`config.mk`:
```
export PLATFORM = sky130hd
export DESIGN_NAME = modbus_rtu_response_parser
export DESIGN_NICKNAME = d
export VERILOG_FILES = /design/src/rtl/mrrp_pkg.sv /design/src/rtl/mrrp_front.sv /design/src/rtl/mrrp_queue.sv /design/src/rtl/mrrp_back.sv /design/src/rtl/modbus_rtu_response_parser.sv
export SDC_FILE = /design/constraint.sdc
export NUM_CORES = 1
export LEC_CHECK = 0
export ABC_AREA = 1
export ABC_CLOCK_PERIOD_IN_PS = 6050
export CORE_MARGIN = 1
export CORE_UTILIZATION = 60
export DETAILED_ROUTE_END_ITERATION = 10
export DONT_BUFFER_PORTS = 1
export GPL_TIMING_DRIVEN = 0
export PLACE_DENSITY = 0.82
export SLEW_MARGIN = 20
export SYNTH_ARGS = -nofsm -noshare
export SYNTH_HDL_FRONTEND = slang
export SYNTH_HIERARCHICAL = 1
export SYNTH_SLANG_ARGS = --single-unit
```
`constraint.sdc`:
```
create_clock -name clk -period 6.05 [get_ports clk]
set_input_delay 1.21 -clock clk [delete_from_list [all_inputs] [get_ports clk]]
set_output_delay 1.21 -clock clk [all_outputs]
set_load 0.02 [all_outputs]
```
`src/rtl/mrrp_pkg.sv`:
```
// ----------------------------------------------------------------------------
// mrrp_pkg
// Shared types for the Modbus RTU response parser: byte operation codes and
// the entry that the front end hands to the back end through the queue.
// ----------------------------------------------------------------------------
`default_nettype none

package mrrp_pkg;

  localparam int QDEPTH = 2;
  localparam int QPTR_W = 1;
  localparam int QCNT_W = 2;

  localparam logic [15:0] CRC_SEED  = 16'hFFFF;
  localparam logic [15:0] CRC_POLY  = 16'hA001;

  localparam logic KIND_DATA = 1'b0;
  localparam logic KIND_END  = 1'b1;

  localparam logic ACT_RX_BYTE  = 1'b0;
  localparam logic ACT_REQ_SENT = 1'b1;

  typedef enum logic [3:0] {
    OP_NODE,
    OP_FUNC,
    OP_ADDR_HI,
    OP_ADDR_LO,
    OP_QTY_HI,
    OP_QTY_LO,
    OP_COUNT,
    OP_DATA,
    OP_CRC_LO,
    OP_CRC_HI,
    OP_PRELOAD
  } op_t;

  typedef struct packed {
    op_t         op;
    logic [7:0]  rx_byte;
    logic [7:0]  index;
    logic [15:0] req_address;
    logic [15:0] req_quantity;
    logic [7:0]  req_byte_count;
  } entry_t;

endpackage

`default_nettype wire

```
`src/rtl/mrrp_front.sv`:
```
// ----------------------------------------------------------------------------
// mrrp_front
// Frame sequencer: accepts input items, tracks the field position and data
// pointer, and tags each item with the operation the back end must apply.
// ----------------------------------------------------------------------------
`default_nettype none

module mrrp_front (
  input  wire logic              clk,
  input  wire logic              rst_n,
  input  wire logic              in_valid,
  output logic                   in_ready,
  input  wire logic              in_action,
  input  wire logic [7:0]        in_rx_byte,
  input  wire logic [15:0]       in_req_address,
  input  wire logic [15:0]       in_req_quantity,
  input  wire logic [7:0]        in_req_byte_count,
  output logic                   push,
  output mrrp_pkg::entry_t       push_entry,
  input  wire logic              q_full
);

  typedef enum logic [3:0] {
    POS_NODE,
    POS_FUNC,
    POS_ADDR_HI,
    POS_ADDR_LO,
    POS_QTY_HI,
    POS_QTY_LO,
    POS_COUNT,
    POS_DATA,
    POS_CRC_LO,
    POS_CRC_HI
  } pos_t;

  pos_t       pos_r, pos_nxt;
  logic [7:0] cnt_r, cnt_nxt;
  logic [7:0] ptr_r, ptr_nxt;
  logic [7:0] ptr_inc;
  mrrp_pkg::op_t op;

  assign in_ready = ~q_full;
  assign push     = in_valid & in_ready;
  assign ptr_inc  = ptr_r + 8'd1;

  always_comb begin
    pos_nxt = pos_r;
    cnt_nxt = cnt_r;
    ptr_nxt = ptr_r;
    op      = mrrp_pkg::OP_NODE;
    if (in_action == mrrp_pkg::ACT_REQ_SENT) begin
      op      = mrrp_pkg::OP_PRELOAD;
      cnt_nxt = in_req_byte_count;
    end else begin
      unique case (pos_r)
        POS_FUNC: begin
          op      = mrrp_pkg::OP_FUNC;
          pos_nxt = (in_rx_byte >= 8'd1 && in_rx_byte <= 8'd4) ? POS_COUNT : POS_ADDR_HI;
        end
        POS_ADDR_HI: begin
          op      = mrrp_pkg::OP_ADDR_HI;
          pos_nxt = POS_ADDR_LO;
        end
        POS_ADDR_LO: begin
          op      = mrrp_pkg::OP_ADDR_LO;
          pos_nxt = POS_QTY_HI;
        end
        POS_QTY_HI: begin
          op      = mrrp_pkg::OP_QTY_HI;
          pos_nxt = POS_QTY_LO;
        end
        POS_QTY_LO: begin
          op      = mrrp_pkg::OP_QTY_LO;
          pos_nxt = POS_CRC_LO;
        end
        POS_COUNT: begin
          op      = mrrp_pkg::OP_COUNT;
          cnt_nxt = in_rx_byte;
          ptr_nxt = 8'd0;
          pos_nxt = (in_rx_byte == 8'd0) ? POS_CRC_LO : POS_DATA;
        end
        POS_DATA: begin
          // pointer wraps at 8 bits; a preload may drop the count below it
          op      = mrrp_pkg::OP_DATA;
          ptr_nxt = ptr_inc;
          if (ptr_inc >= cnt_r) begin
            pos_nxt = POS_CRC_LO;
          end
        end
        POS_CRC_LO: begin
          op      = mrrp_pkg::OP_CRC_LO;
          pos_nxt = POS_CRC_HI;
        end
        POS_CRC_HI: begin
          op      = mrrp_pkg::OP_CRC_HI;
          pos_nxt = POS_NODE;
        end
        default: begin
          op      = mrrp_pkg::OP_NODE;
          pos_nxt = POS_FUNC;
        end
      endcase
    end
  end

  always_comb begin
    push_entry.op             = op;
    push_entry.rx_byte        = in_rx_byte;
    push_entry.index          = ptr_r ^ 8'd1;
    push_entry.req_address    = in_req_address;
    push_entry.req_quantity   = in_req_quantity;
    push_entry.req_byte_count = in_req_byte_count;
  end

  always_ff @(posedge clk) begin
    if (!rst_n) begin
      pos_r <= POS_NODE;
      cnt_r <= 8'd0;
      ptr_r <= 8'd0;
    end else if (push) begin
      pos_r <= pos_nxt;
      cnt_r <= cnt_nxt;
      ptr_r <= ptr_nxt;
    end
  end

endmodule

`default_nettype wire

```
`src/rtl/mrrp_queue.sv`:
```
// ----------------------------------------------------------------------------
// mrrp_queue
// Two-entry queue between the front end and the back end.
// ----------------------------------------------------------------------------
`default_nettype none

module mrrp_queue (
  input  wire logic              clk,
  input  wire logic              rst_n,
  input  wire logic              push,
  input  wire mrrp_pkg::entry_t  push_entry,
  output logic                   full,
  output logic                   q_valid,
  output mrrp_pkg::entry_t       q_entry,
  input  wire logic              pop
);

  mrrp_pkg::entry_t mem_r [mrrp_pkg::QDEPTH];

  logic [mrrp_pkg::QPTR_W-1:0] wr_ptr_r, rd_ptr_r;
  logic [mrrp_pkg::QCNT_W-1:0] cnt_r, cnt_nxt;

  assign full    = (cnt_r == mrrp_pkg::QCNT_W'(mrrp_pkg::QDEPTH));
  assign q_valid = (cnt_r != '0);
  assign q_entry = mem_r[rd_ptr_r];

  always_comb begin
    cnt_nxt = cnt_r;
    if (push && !pop) begin
      cnt_nxt = cnt_r + mrrp_pkg::QCNT_W'(1);
    end else if (pop && !push) begin
      cnt_nxt = cnt_r - mrrp_pkg::QCNT_W'(1);
    end
  end

  always_ff @(posedge clk) begin
    if (push) begin
      mem_r[wr_ptr_r] <= push_entry;
    end
  end

  // depth is a power of two, so the pointers wrap on their own
  always_ff @(posedge clk) begin
    if (!rst_n) begin
      wr_ptr_r <= '0;
      rd_ptr_r <= '0;
      cnt_r    <= '0;
    end else begin
      cnt_r <= cnt_nxt;
      if (push) begin
        wr_ptr_r <= wr_ptr_r + 1'b1;
      end
      if (pop) begin
        rd_ptr_r <= rd_ptr_r + 1'b1;
      end
    end
  end

endmodule

`default_nettype wire

```
`src/rtl/mrrp_back.sv`:
```
// ----------------------------------------------------------------------------
// mrrp_back
// Executes tagged byte operations: CRC-16 update, header capture, request
// preload, and result formatting into the output register.
// ----------------------------------------------------------------------------
`default_nettype none

module mrrp_back (
  input  wire logic              clk,
  input  wire logic              rst_n,
  input  wire logic              q_valid,
  input  wire mrrp_pkg::entry_t  q_entry,
  output logic                   pop,
  output logic                   out_valid,
  input  wire logic              out_ready,
  output logic                   out_kind,
  output logic [7:0]             out_data_byte,
  output logic [7:0]             out_data_index,
  output logic [7:0]             out_node_addr,
  output logic [7:0]             out_function_code,
  output logic [15:0]            out_table_address,
  output logic [15:0]            out_element_quantity,
  output logic [7:0]             out_byte_count,
  output logic                   out_crc_ok
);

  function automatic logic [15:0] crc_byte(input logic [15:0] crc_in, input logic [7:0] b);
    logic [15:0] c;
    c = crc_in ^ {8'd0, b};
    for (int i = 0; i < 8; i++) begin
      c = c[0] ? ((c >> 1) ^ mrrp_pkg::CRC_POLY) : (c >> 1);
    end
    return c;
  endfunction

  logic [15:0] crc_r, crc_nxt;
  logic [7:0]  node_r, node_nxt;
  logic [7:0]  func_r, func_nxt;
  logic [15:0] addr_r, addr_nxt;
  logic [15:0] qty_r, qty_nxt;
  logic [7:0]  cnt_r, cnt_nxt;
  logic [7:0]  crc_lo_r, crc_lo_nxt;

  logic        out_valid_r;
  logic        kind_r;
  logic [7:0]  data_byte_r, data_index_r, node_out_r, func_out_r, count_out_r;
  logic [15:0] addr_out_r, qty_out_r;
  logic        crc_ok_r;

  logic        emits;
  logic [15:0] crc_upd;
  logic [15:0] rx_crc;

  assign emits   = (q_entry.op == mrrp_pkg::OP_DATA) || (q_entry.op == mrrp_pkg::OP_CRC_HI);
  assign pop     = q_valid && (!emits || !out_valid_r || out_ready);
  assign crc_upd = crc_byte(crc_r, q_entry.rx_byte);
  assign rx_crc  = {q_entry.rx_byte, crc_lo_r};

  always_comb begin
    crc_nxt    = crc_r;
    node_nxt   = node_r;
    func_nxt   = func_r;
    addr_nxt   = addr_r;
    qty_nxt    = qty_r;
    cnt_nxt    = cnt_r;
    crc_lo_nxt = crc_lo_r;
    unique case (q_entry.op)
      mrrp_pkg::OP_NODE: begin
        crc_nxt  = crc_byte(mrrp_pkg::CRC_SEED, q_entry.rx_byte);
        node_nxt = q_entry.rx_byte;
      end
      mrrp_pkg::OP_FUNC: begin
        crc_nxt  = crc_upd;
        func_nxt = q_entry.rx_byte;
      end
      mrrp_pkg::OP_ADDR_HI: begin
        crc_nxt  = crc_upd;
        addr_nxt = {q_entry.rx_byte, 8'd0};
      end
      mrrp_pkg::OP_ADDR_LO: begin
        crc_nxt  = crc_upd;
        addr_nxt = {addr_r[15:8], q_entry.rx_byte};
      end
      mrrp_pkg::OP_QTY_HI: begin
        crc_nxt = crc_upd;
        qty_nxt = {q_entry.rx_byte, 8'd0};
      end
      mrrp_pkg::OP_QTY_LO: begin
        crc_nxt = crc_upd;
        qty_nxt = {qty_r[15:8], q_entry.rx_byte};
      end
      mrrp_pkg::OP_COUNT: begin
        crc_nxt = crc_upd;
        cnt_nxt = q_entry.rx_byte;
      end
      mrrp_pkg::OP_DATA: begin
        crc_nxt = crc_upd;
      end
      mrrp_pkg::OP_CRC_LO: begin
        crc_lo_nxt = q_entry.rx_byte;
      end
      mrrp_pkg::OP_PRELOAD: begin
        addr_nxt = q_entry.req_address;
        qty_nxt  = q_entry.req_quantity;
        cnt_nxt  = q_entry.req_byte_count;
      end
      default: begin
      end
    endcase
  end

  always_ff @(posedge clk) begin
    if (!rst_n) begin
      crc_r       <= mrrp_pkg::CRC_SEED;
      node_r      <= 8'd0;
      func_r      <= 8'd0;
      addr_r      <= 16'd0;
      qty_r       <= 16'd0;
      cnt_r       <= 8'd0;
      crc_lo_r    <= 8'd0;
      out_valid_r <= 1'b0;
    end else begin
      if (pop) begin
        crc_r    <= crc_nxt;
        node_r   <= node_nxt;
        func_r   <= func_nxt;
        addr_r   <= addr_nxt;
        qty_r    <= qty_nxt;
        cnt_r    <= cnt_nxt;
        crc_lo_r <= crc_lo_nxt;
      end
      if (pop && emits) begin
        out_valid_r <= 1'b1;
      end else if (out_ready) begin
        out_valid_r <= 1'b0;
      end
    end
  end

  // result payload; unused fields of each kind read as zero
  always_ff @(posedge clk) begin
    if (pop && emits) begin
      if (q_entry.op == mrrp_pkg::OP_DATA) begin
        kind_r       <= mrrp_pkg::KIND_DATA;
        data_byte_r  <= q_entry.rx_byte;
        data_index_r <= q_entry.index;
        node_out_r   <= 8'd0;
        func_out_r   <= 8'd0;
        addr_out_r   <= 16'd0;
        qty_out_r    <= 16'd0;
        count_out_r  <= 8'd0;
        crc_ok_r     <= 1'b0;
      end else begin
        kind_r       <= mrrp_pkg::KIND_END;
        data_byte_r  <= 8'd0;
        data_index_r <= 8'd0;
        node_out_r   <= node_r;
        func_out_r   <= func_r;
        addr_out_r   <= addr_r;
        qty_out_r    <= qty_r;
        count_out_r  <= cnt_r;
        crc_ok_r     <= (rx_crc == crc_r);
      end
    end
  end

  assign out_valid            = out_valid_r;
  assign out_kind             = kind_r;
  assign out_data_byte        = data_byte_r;
  assign out_data_index       = data_index_r;
  assign out_node_addr        = node_out_r;
  assign out_function_code    = func_out_r;
  assign out_table_address    = addr_out_r;
  assign out_element_quantity = qty_out_r;
  assign out_byte_count       = count_out_r;
  assign out_crc_ok           = crc_ok_r;

endmodule

`default_nettype wire

```
`src/rtl/modbus_rtu_response_parser.sv`:
```
// ----------------------------------------------------------------------------
// modbus_rtu_response_parser
// Byte-wise Modbus RTU response parser with CRC-16 check.
// ----------------------------------------------------------------------------
// Takes one item per cycle while in_ready is high: a received byte (action 0)
// or a request-sent preload of address, quantity and byte count (action 1).
// For function codes 1 to 4 each data byte comes out as a data result at
// index (arrival index xor 1); every frame closes with a frame-end result
// carrying node, function, address, quantity, byte count and a CRC-ok flag
// (CRC-16, poly 0xA001, seed 0xFFFF). Each input transfer is written into
// the two-entry queue, then popped by the CRC/record stage feeding the
// output register. Sustained rate is one item per cycle while the result
// side keeps taking transfers; a stalled output backs up through the queue
// to in_ready.
// ----------------------------------------------------------------------------
`default_nettype none

module modbus_rtu_response_parser (
  input  wire logic        clk,
  input  wire logic        rst_n,
  input  wire logic        in_valid,
  output logic             in_ready,
  input  wire logic        in_action,
  input  wire logic [7:0]  in_rx_byte,
  input  wire logic [15:0] in_req_address,
  input  wire logic [15:0] in_req_quantity,
  input  wire logic [7:0]  in_req_byte_count,
  output logic             out_valid,
  input  wire logic        out_ready,
  output logic             out_kind,
  output logic [7:0]       out_data_byte,
  output logic [7:0]       out_data_index,
  output logic [7:0]       out_node_addr,
  output logic [7:0]       out_function_code,
  output logic [15:0]      out_table_address,
  output logic [15:0]      out_element_quantity,
  output logic [7:0]       out_byte_count,
  output logic             out_crc_ok
);

  logic             push, q_full, q_valid, pop;
  mrrp_pkg::entry_t push_entry, q_entry;

  mrrp_front u_front (
    .clk               (clk),
    .rst_n             (rst_n),
    .in_valid          (in_valid),
    .in_ready          (in_ready),
    .in_action         (in_action),
    .in_rx_byte        (in_rx_byte),
    .in_req_address    (in_req_address),
    .in_req_quantity   (in_req_quantity),
    .in_req_byte_count (in_req_byte_count),
    .push              (push),
    .push_entry        (push_entry),
    .q_full            (q_full)
  );

  mrrp_queue u_queue (
    .clk        (clk),
    .rst_n      (rst_n),
    .push       (push),
    .push_entry (push_entry),
    .full       (q_full),
    .q_valid    (q_valid),
    .q_entry    (q_entry),
    .pop        (pop)
  );

  mrrp_back u_back (
    .clk                  (clk),
    .rst_n                (rst_n),
    .q_valid              (q_valid),
    .q_entry              (q_entry),
    .pop                  (pop),
    .out_valid            (out_valid),
    .out_ready            (out_ready),
    .out_kind             (out_kind),
    .out_data_byte        (out_data_byte),
    .out_data_index       (out_data_index),
    .out_node_addr        (out_node_addr),
    .out_function_code    (out_function_code),
    .out_table_address    (out_table_address),
    .out_element_quantity (out_element_quantity),
    .out_byte_count       (out_byte_count),
    .out_crc_ok           (out_crc_ok)
  );

endmodule

`default_nettype wire
```
# Yosys cells after proc, flatten, opt, wreduce, memory -nomap -nowiden
# Memories as Yosys holds them, arrays and structs flattened. A register that Yosys moved wholly into a read port is not among the register bits.
# Cells that the tools add are included.
[totals]
register_bits = 179
ramBits = 120
input_bits = 53
output_inout_bits = 76
wordCells = 156
mem_count = 1
[classes]
n_addsub = 5
order_cmp = 3
n_eq_ne = 22
muxes = 38
bitwise = 24
n_reduce_logical = 38
[memory_table]
columns = ["memory", "depth", "word_bits", "read_ports", "rd_ports_with_merged_regs", "write_ports", "line_no", "source"]
rows = [
  ["u_queue.mem_r", 2, 60, 1, 1, 1, "mrrp_queue.sv:18", "mrrp_pkg::entry_t mem_r [mrrp_pkg::QDEPTH];"],
]
[op_table]
columns = ["op", "n"]
rows = [
  ["$mux W16", 16],
  ["$pmux W16 S3", 2],
  ["$pmux W4 S9", 2],
  ["$not A2 Y3", 16],
  ["$eq A4 B3 Y1 const B", 8],
  ["$pmux W16 S2", 1],
  ["$pmux W8 S2", 2],
  ["$eq A4 B4 Y1 const B", 5],
  ["$reduce_bool A2 Y1", 9],
  ["$eq A16 B16 Y1", 1],
  ["$eq A4 B2 Y1 const B", 4],
  ["$mux W8", 2],
  ["$not A8 Y16", 1],
  ["$reduce_and A2 Y1", 8],
  ["$xor A16 B8 Y16", 1],
  ["$mux W4", 3],
  ["$reduce_and A3 Y1", 4],
  ["$add A8 B1 Y8 const B", 1],
  ["$eq A4 B1 Y1 const B", 2],
  ["$ge A8 B1 Y1 const B", 1],
  ["$ge A8 B8 Y1", 1],
  ["$le A8 B3 Y1 const B", 1],
  ["$logic_not A8 Y1", 1],
  ["$mux W1", 7],
  ["other kinds (15)", 31],
]

# Depth between registers and ports, before layout
[logic_depth]
word_depth = 18
ltp_mapped = 20
depth_no_buf = 16

# Hierarchy
# Netlist, hierarchy kept.
[by_module_without_submodules]
columns = ["mod", "instances", "cells_per_inst", "area_each_um2", "seq_area_each_um2"]
rows = [
  ["mrrp_back", 1, 788, 6900.4, 3843.7],
  ["mrrp_queue", 1, 222, 4863.4, 3703.6],
  ["mrrp_front", 1, 278, 1840.5, 400.4],
]

# Worst setup path before layout
# No wires, ideal clock.
[synth_path]
path_type = "input to register"
from = "input port in_valid"
to = "memory u_queue/mem_r[0][0] in the netlist's numbering, enable pin"
setup_ns = 0.479
arrival_ns = 3.981
t_required_ns = 5.571
setup_slack_ns = 1.590
stages = 4
n_path_buf = 0
path_cell_list = "nand2_1 -> inv_1 -> inv_1 -> nor2_1"
[synth_between]
elab_chain_cells = 3
[synth_lines]
columns = ["item", "line_no", "source"]
rows = [
  ["start: declaration", "modbus_rtu_response_parser.sv:21", "input wire logic in_valid,"],
  ["$and A1 B1 Y1", "mrrp_front.sv:43", "assign push = in_valid & in_ready;"],
  ["via push", "modbus_rtu_response_parser.sv:41", "logic push, q_full, q_valid, pop;"],
  ["$mux W1", "mrrp_queue.sv:37", "if (push) begin"],
  ["$mux W1 (implied by the code)", "mrrp_queue.sv:38", "mem_r[wr_ptr_r] <= push_entry;"],
  ["end: declaration", "mrrp_queue.sv:18", ""],
]
# The timed path passes the listed nets, and every way through them passes these cells.

==> results.toml <==
[run_status]
outcome = "finished with violations"
violations = "DRC"

[timing]
setup_ws_ns = 3.14
setup_viol = 0
slew_violations = 0
period_needed_ns = 2.91
rsz0062_at_grt = "no"
fin_crit_sh = 0.481
tightest_slew_ns = 0.798
relSlewSlack = 0.467
max_clock_freq_mhz = 344
final-hold-violation-count = 0
setup-tns-final_ns = 0
whs_ns = 0.454
fin_worst_skew_ns = 0.0230

[power_and_ir_drop]
power_density_nw_per_um2 = 454
switchingPower_mw = 2.29
p_clk_frac = 0.274
power_mw = 6.85
combPwrFrac = 0.316
p_sw_frac = 0.334
peakVddDrop_mv = 0.404
power.internal_mw = 4.56
leakage_nw = 6.02
seqPwrFrac = 0.410

[place]
gp_congestion = 0.938
post-dp-hpwl_mm = 21.0
place_area_um2 = 14100
dp_cells = 1572
dp_slack_ns = 3.21
port_buffers = 0

[critical_path]
worstSetupPathType = "reg -> reg"
critPathRequiredTime_ns = 6.26
cp_cell_sequence = "buf_6 -> buf_12 -> mux2_4 -> inv_1 -> nor2_2 -> nand2_4 -> o21ai_2 -> nand2_2 -> nand2_4 -> inv_6 -> nand2_1 -> inv_4 -> buf_16"
critPathSlowestCell = "dfxtp_1"
cp.arrival_ns = 3.12
slowest_delay_ns = 0.34
endpoint_kind = "flip-flop"
cpMostUsedCell = "nand2_4"
cp_max_fo = 59
cp-start-kind = "flip-flop"

[yosys]
synth_fp_nets = 1351
synth_ff_type = "edfxtp_1"
synthArstFlopShare = 0
synth_top_cell_by_area = "edfxtp_1"
netlist_instances = 1288
ys_ff_latch = 300
synth_area_leaders = "edfxtp_1 (43%), dfxtp_1 (16%), mux2_4 (6.6%)"
yosysTopAreaCellShare = 0.428
yosys_warnings = 6
synthesis.area_um2 = 13600
synth.avg_cell_area_um2 = 10.6
ys_seq_area_frac = 0.584
synth_edf_count = 194
synth_cell_type_count = 49

[final_layout]
postLayoutCellArea_um2 = 15100
syn_to_final_growth_pct = 10.9
stdcell_count = 1629
fill_cells = 1571
fin_nets = 1387
fin_util = 0.685
layout-drive-gt1-share = 0.180

[clock_tree]
h-tree-depth = 1
post_cts_resized = 0
cts_setup_buffers = 0
cts_tree = "yes"
cts_max_path_buffers = 3
path_clk_slew_ns = 0.06
clock_sinks = 300
numCtsBuffers = 30
clk-insertion-delay-late_ns = 0.55
ctsHoldBuffers = 0
root_buffer = "clkbuf_16"

[hold_path]
hold_path.class = "reg -> reg"

[floorplan]
die-height_um = 153
io_pins = 129
dieArea_um2 = 23300
initial_core_util = 0.618
core-area_um2 = 22000
dieWidth_um = 153
rows = 54

[global_route]
grt_pass1_wl_mm = 45.1
grt_max_degree = 60
grt_usage = 0.247
grt_pass1_vias = 8515
grt.overflow.total = 0
antenna_found_initial = 1

[flow_run]
cap_violations = 0

[routing]
avgRoutedWirePerCell_um = 18.0
antenna_left = 0
drc = 9
first_iter_violations = 861
dr.pass1.iters = 11
vias = 8964
vias_per_cell = 5.50
drt-total-wl_mm = 29.4
==> power by group through the flow <==
stage,registers [mW],clock network (mW),logic [mW]
detailed placement,2.84,0,2.12
finish,2.81,1.88,2.17
CTS,2.81,1.91,2.14
global placement,2.85,0,2.02
floorplan,2.82,0,1.62
global route,2.83,1.98,2.35
==> registers in the layout (all words and copies together), names as in the netlist, 2 cells and up, named ones only <==
name	cells
u_back/cnt_r	8
u_queue/cnt_r	2
u_back/out_node_addr	8
u_back/out_function_code	8
u_back/out_data_byte	8
u_back/func_r	8
u_back/qty_r	16
u_back/crc_lo_r	8
u_back/addr_r	16
u_front/pos_r	4
u_front/ptr_r	8
u_back/crc_r	16
u_queue/mem_r	120
u_back/out_data_index	8
u_front/cnt_r	8
u_back/out_element_quantity	16
u_back/out_table_address	16
u_back/out_byte_count	8
u_back/node_r	8
==> layer usage <==
metal / share of wire / wire, um / global-route usage
met2: 0.47 / 13900 / 0.413
met1: 0.43 / 12800 / 0.334
met5: 0 / 0 / 0
met3: 0.069 / 2020 / 0.0449
met4: 0.023 / 665 / 0.0649
==> layout by cell type (no fill, tap or decap), drive strengths merged, types with 2 or more instances in the layout <==
cell,instances
nor3,4
nand4,6
nand3,29
nor4,2
nor2,155
o211ai,4
xnor2,12
o21a,8
a21oi,80
dfxtp,106
ha,10
clkinv,8
o21ai,97
buf,96
mux2,60
nand2,212
bufinv,4
o22ai,6
edfxtp,194
xor2,9
a211oi,32
clkbuf,59
inv,147
==> Yosys cell counts (15+ instances only) <==
library cell    n
nand3_1        25
inv_1         138
mux2_4         60
o21ai_0        92
a211oi_1       32
dfxtp_1       106
buf_2          15
edfxtp_1      194
buf_4          60
nor2_1        149
nand2_1       202
clkbuf_1       15
a21oi_1        77
==> critical path, delay by kind of cell, from the launching register on <==
| kind | cells | cell delay (ns) |
|---|---|---|
| buf+inv | 6 | 1.18 |
| flops | 1 | 0.34 |
| compound gates | 1 | 0.10 |
| mux | 1 | 0.31 |
| simple gates | 5 | 0.56 |
==> cell families after synthesis <==
logic type	Yosys count	share of synthesized area
AOI/OAI and AO/OA	230	0.0956
xor gates and xnor gates	21	0.0135
adders and majority gates	10	0.00920
buffers and inverters	255	0.101
DFF	300	0.584
muxes	60	0.0662
and+or+nand+nor	412	0.131
==> area by class of cell <==
cell class / instances / area [um2] / area share
diodes: 1 / 2.50 / 0.000166
plain buffers: 107 / 803 / 0.0532
clock buffers: 44 / 855 / 0.0566
clock inverters: 12 / 161 / 0.0107
inverters: 148 / 569 / 0.0377
multi-input cells: 733 / 4300 / 0.285
flip-flops and latches: 300 / 7950 / 0.527
well taps: 280 / 350 / 0.0232
repair buffers: 4 / 103 / 0.00680
==> final timing paths <==
kind | start | endpoint | slack [ns] | cells after the start
hold / removal | u_back/qty_r[10] | u_back/qty_r[10] | 0.45 | 2
hold reg to reg | u_back/qty_r[10] | u_back/qty_r[10] | 0.45 | 2
setup reg to reg | flip-flop | u_back/out_crc_ok | 3.14 | 13
setup / recovery | flip-flop | u_back/out_crc_ok | 3.14 | 13
Power figures use the tool's default switching activity.
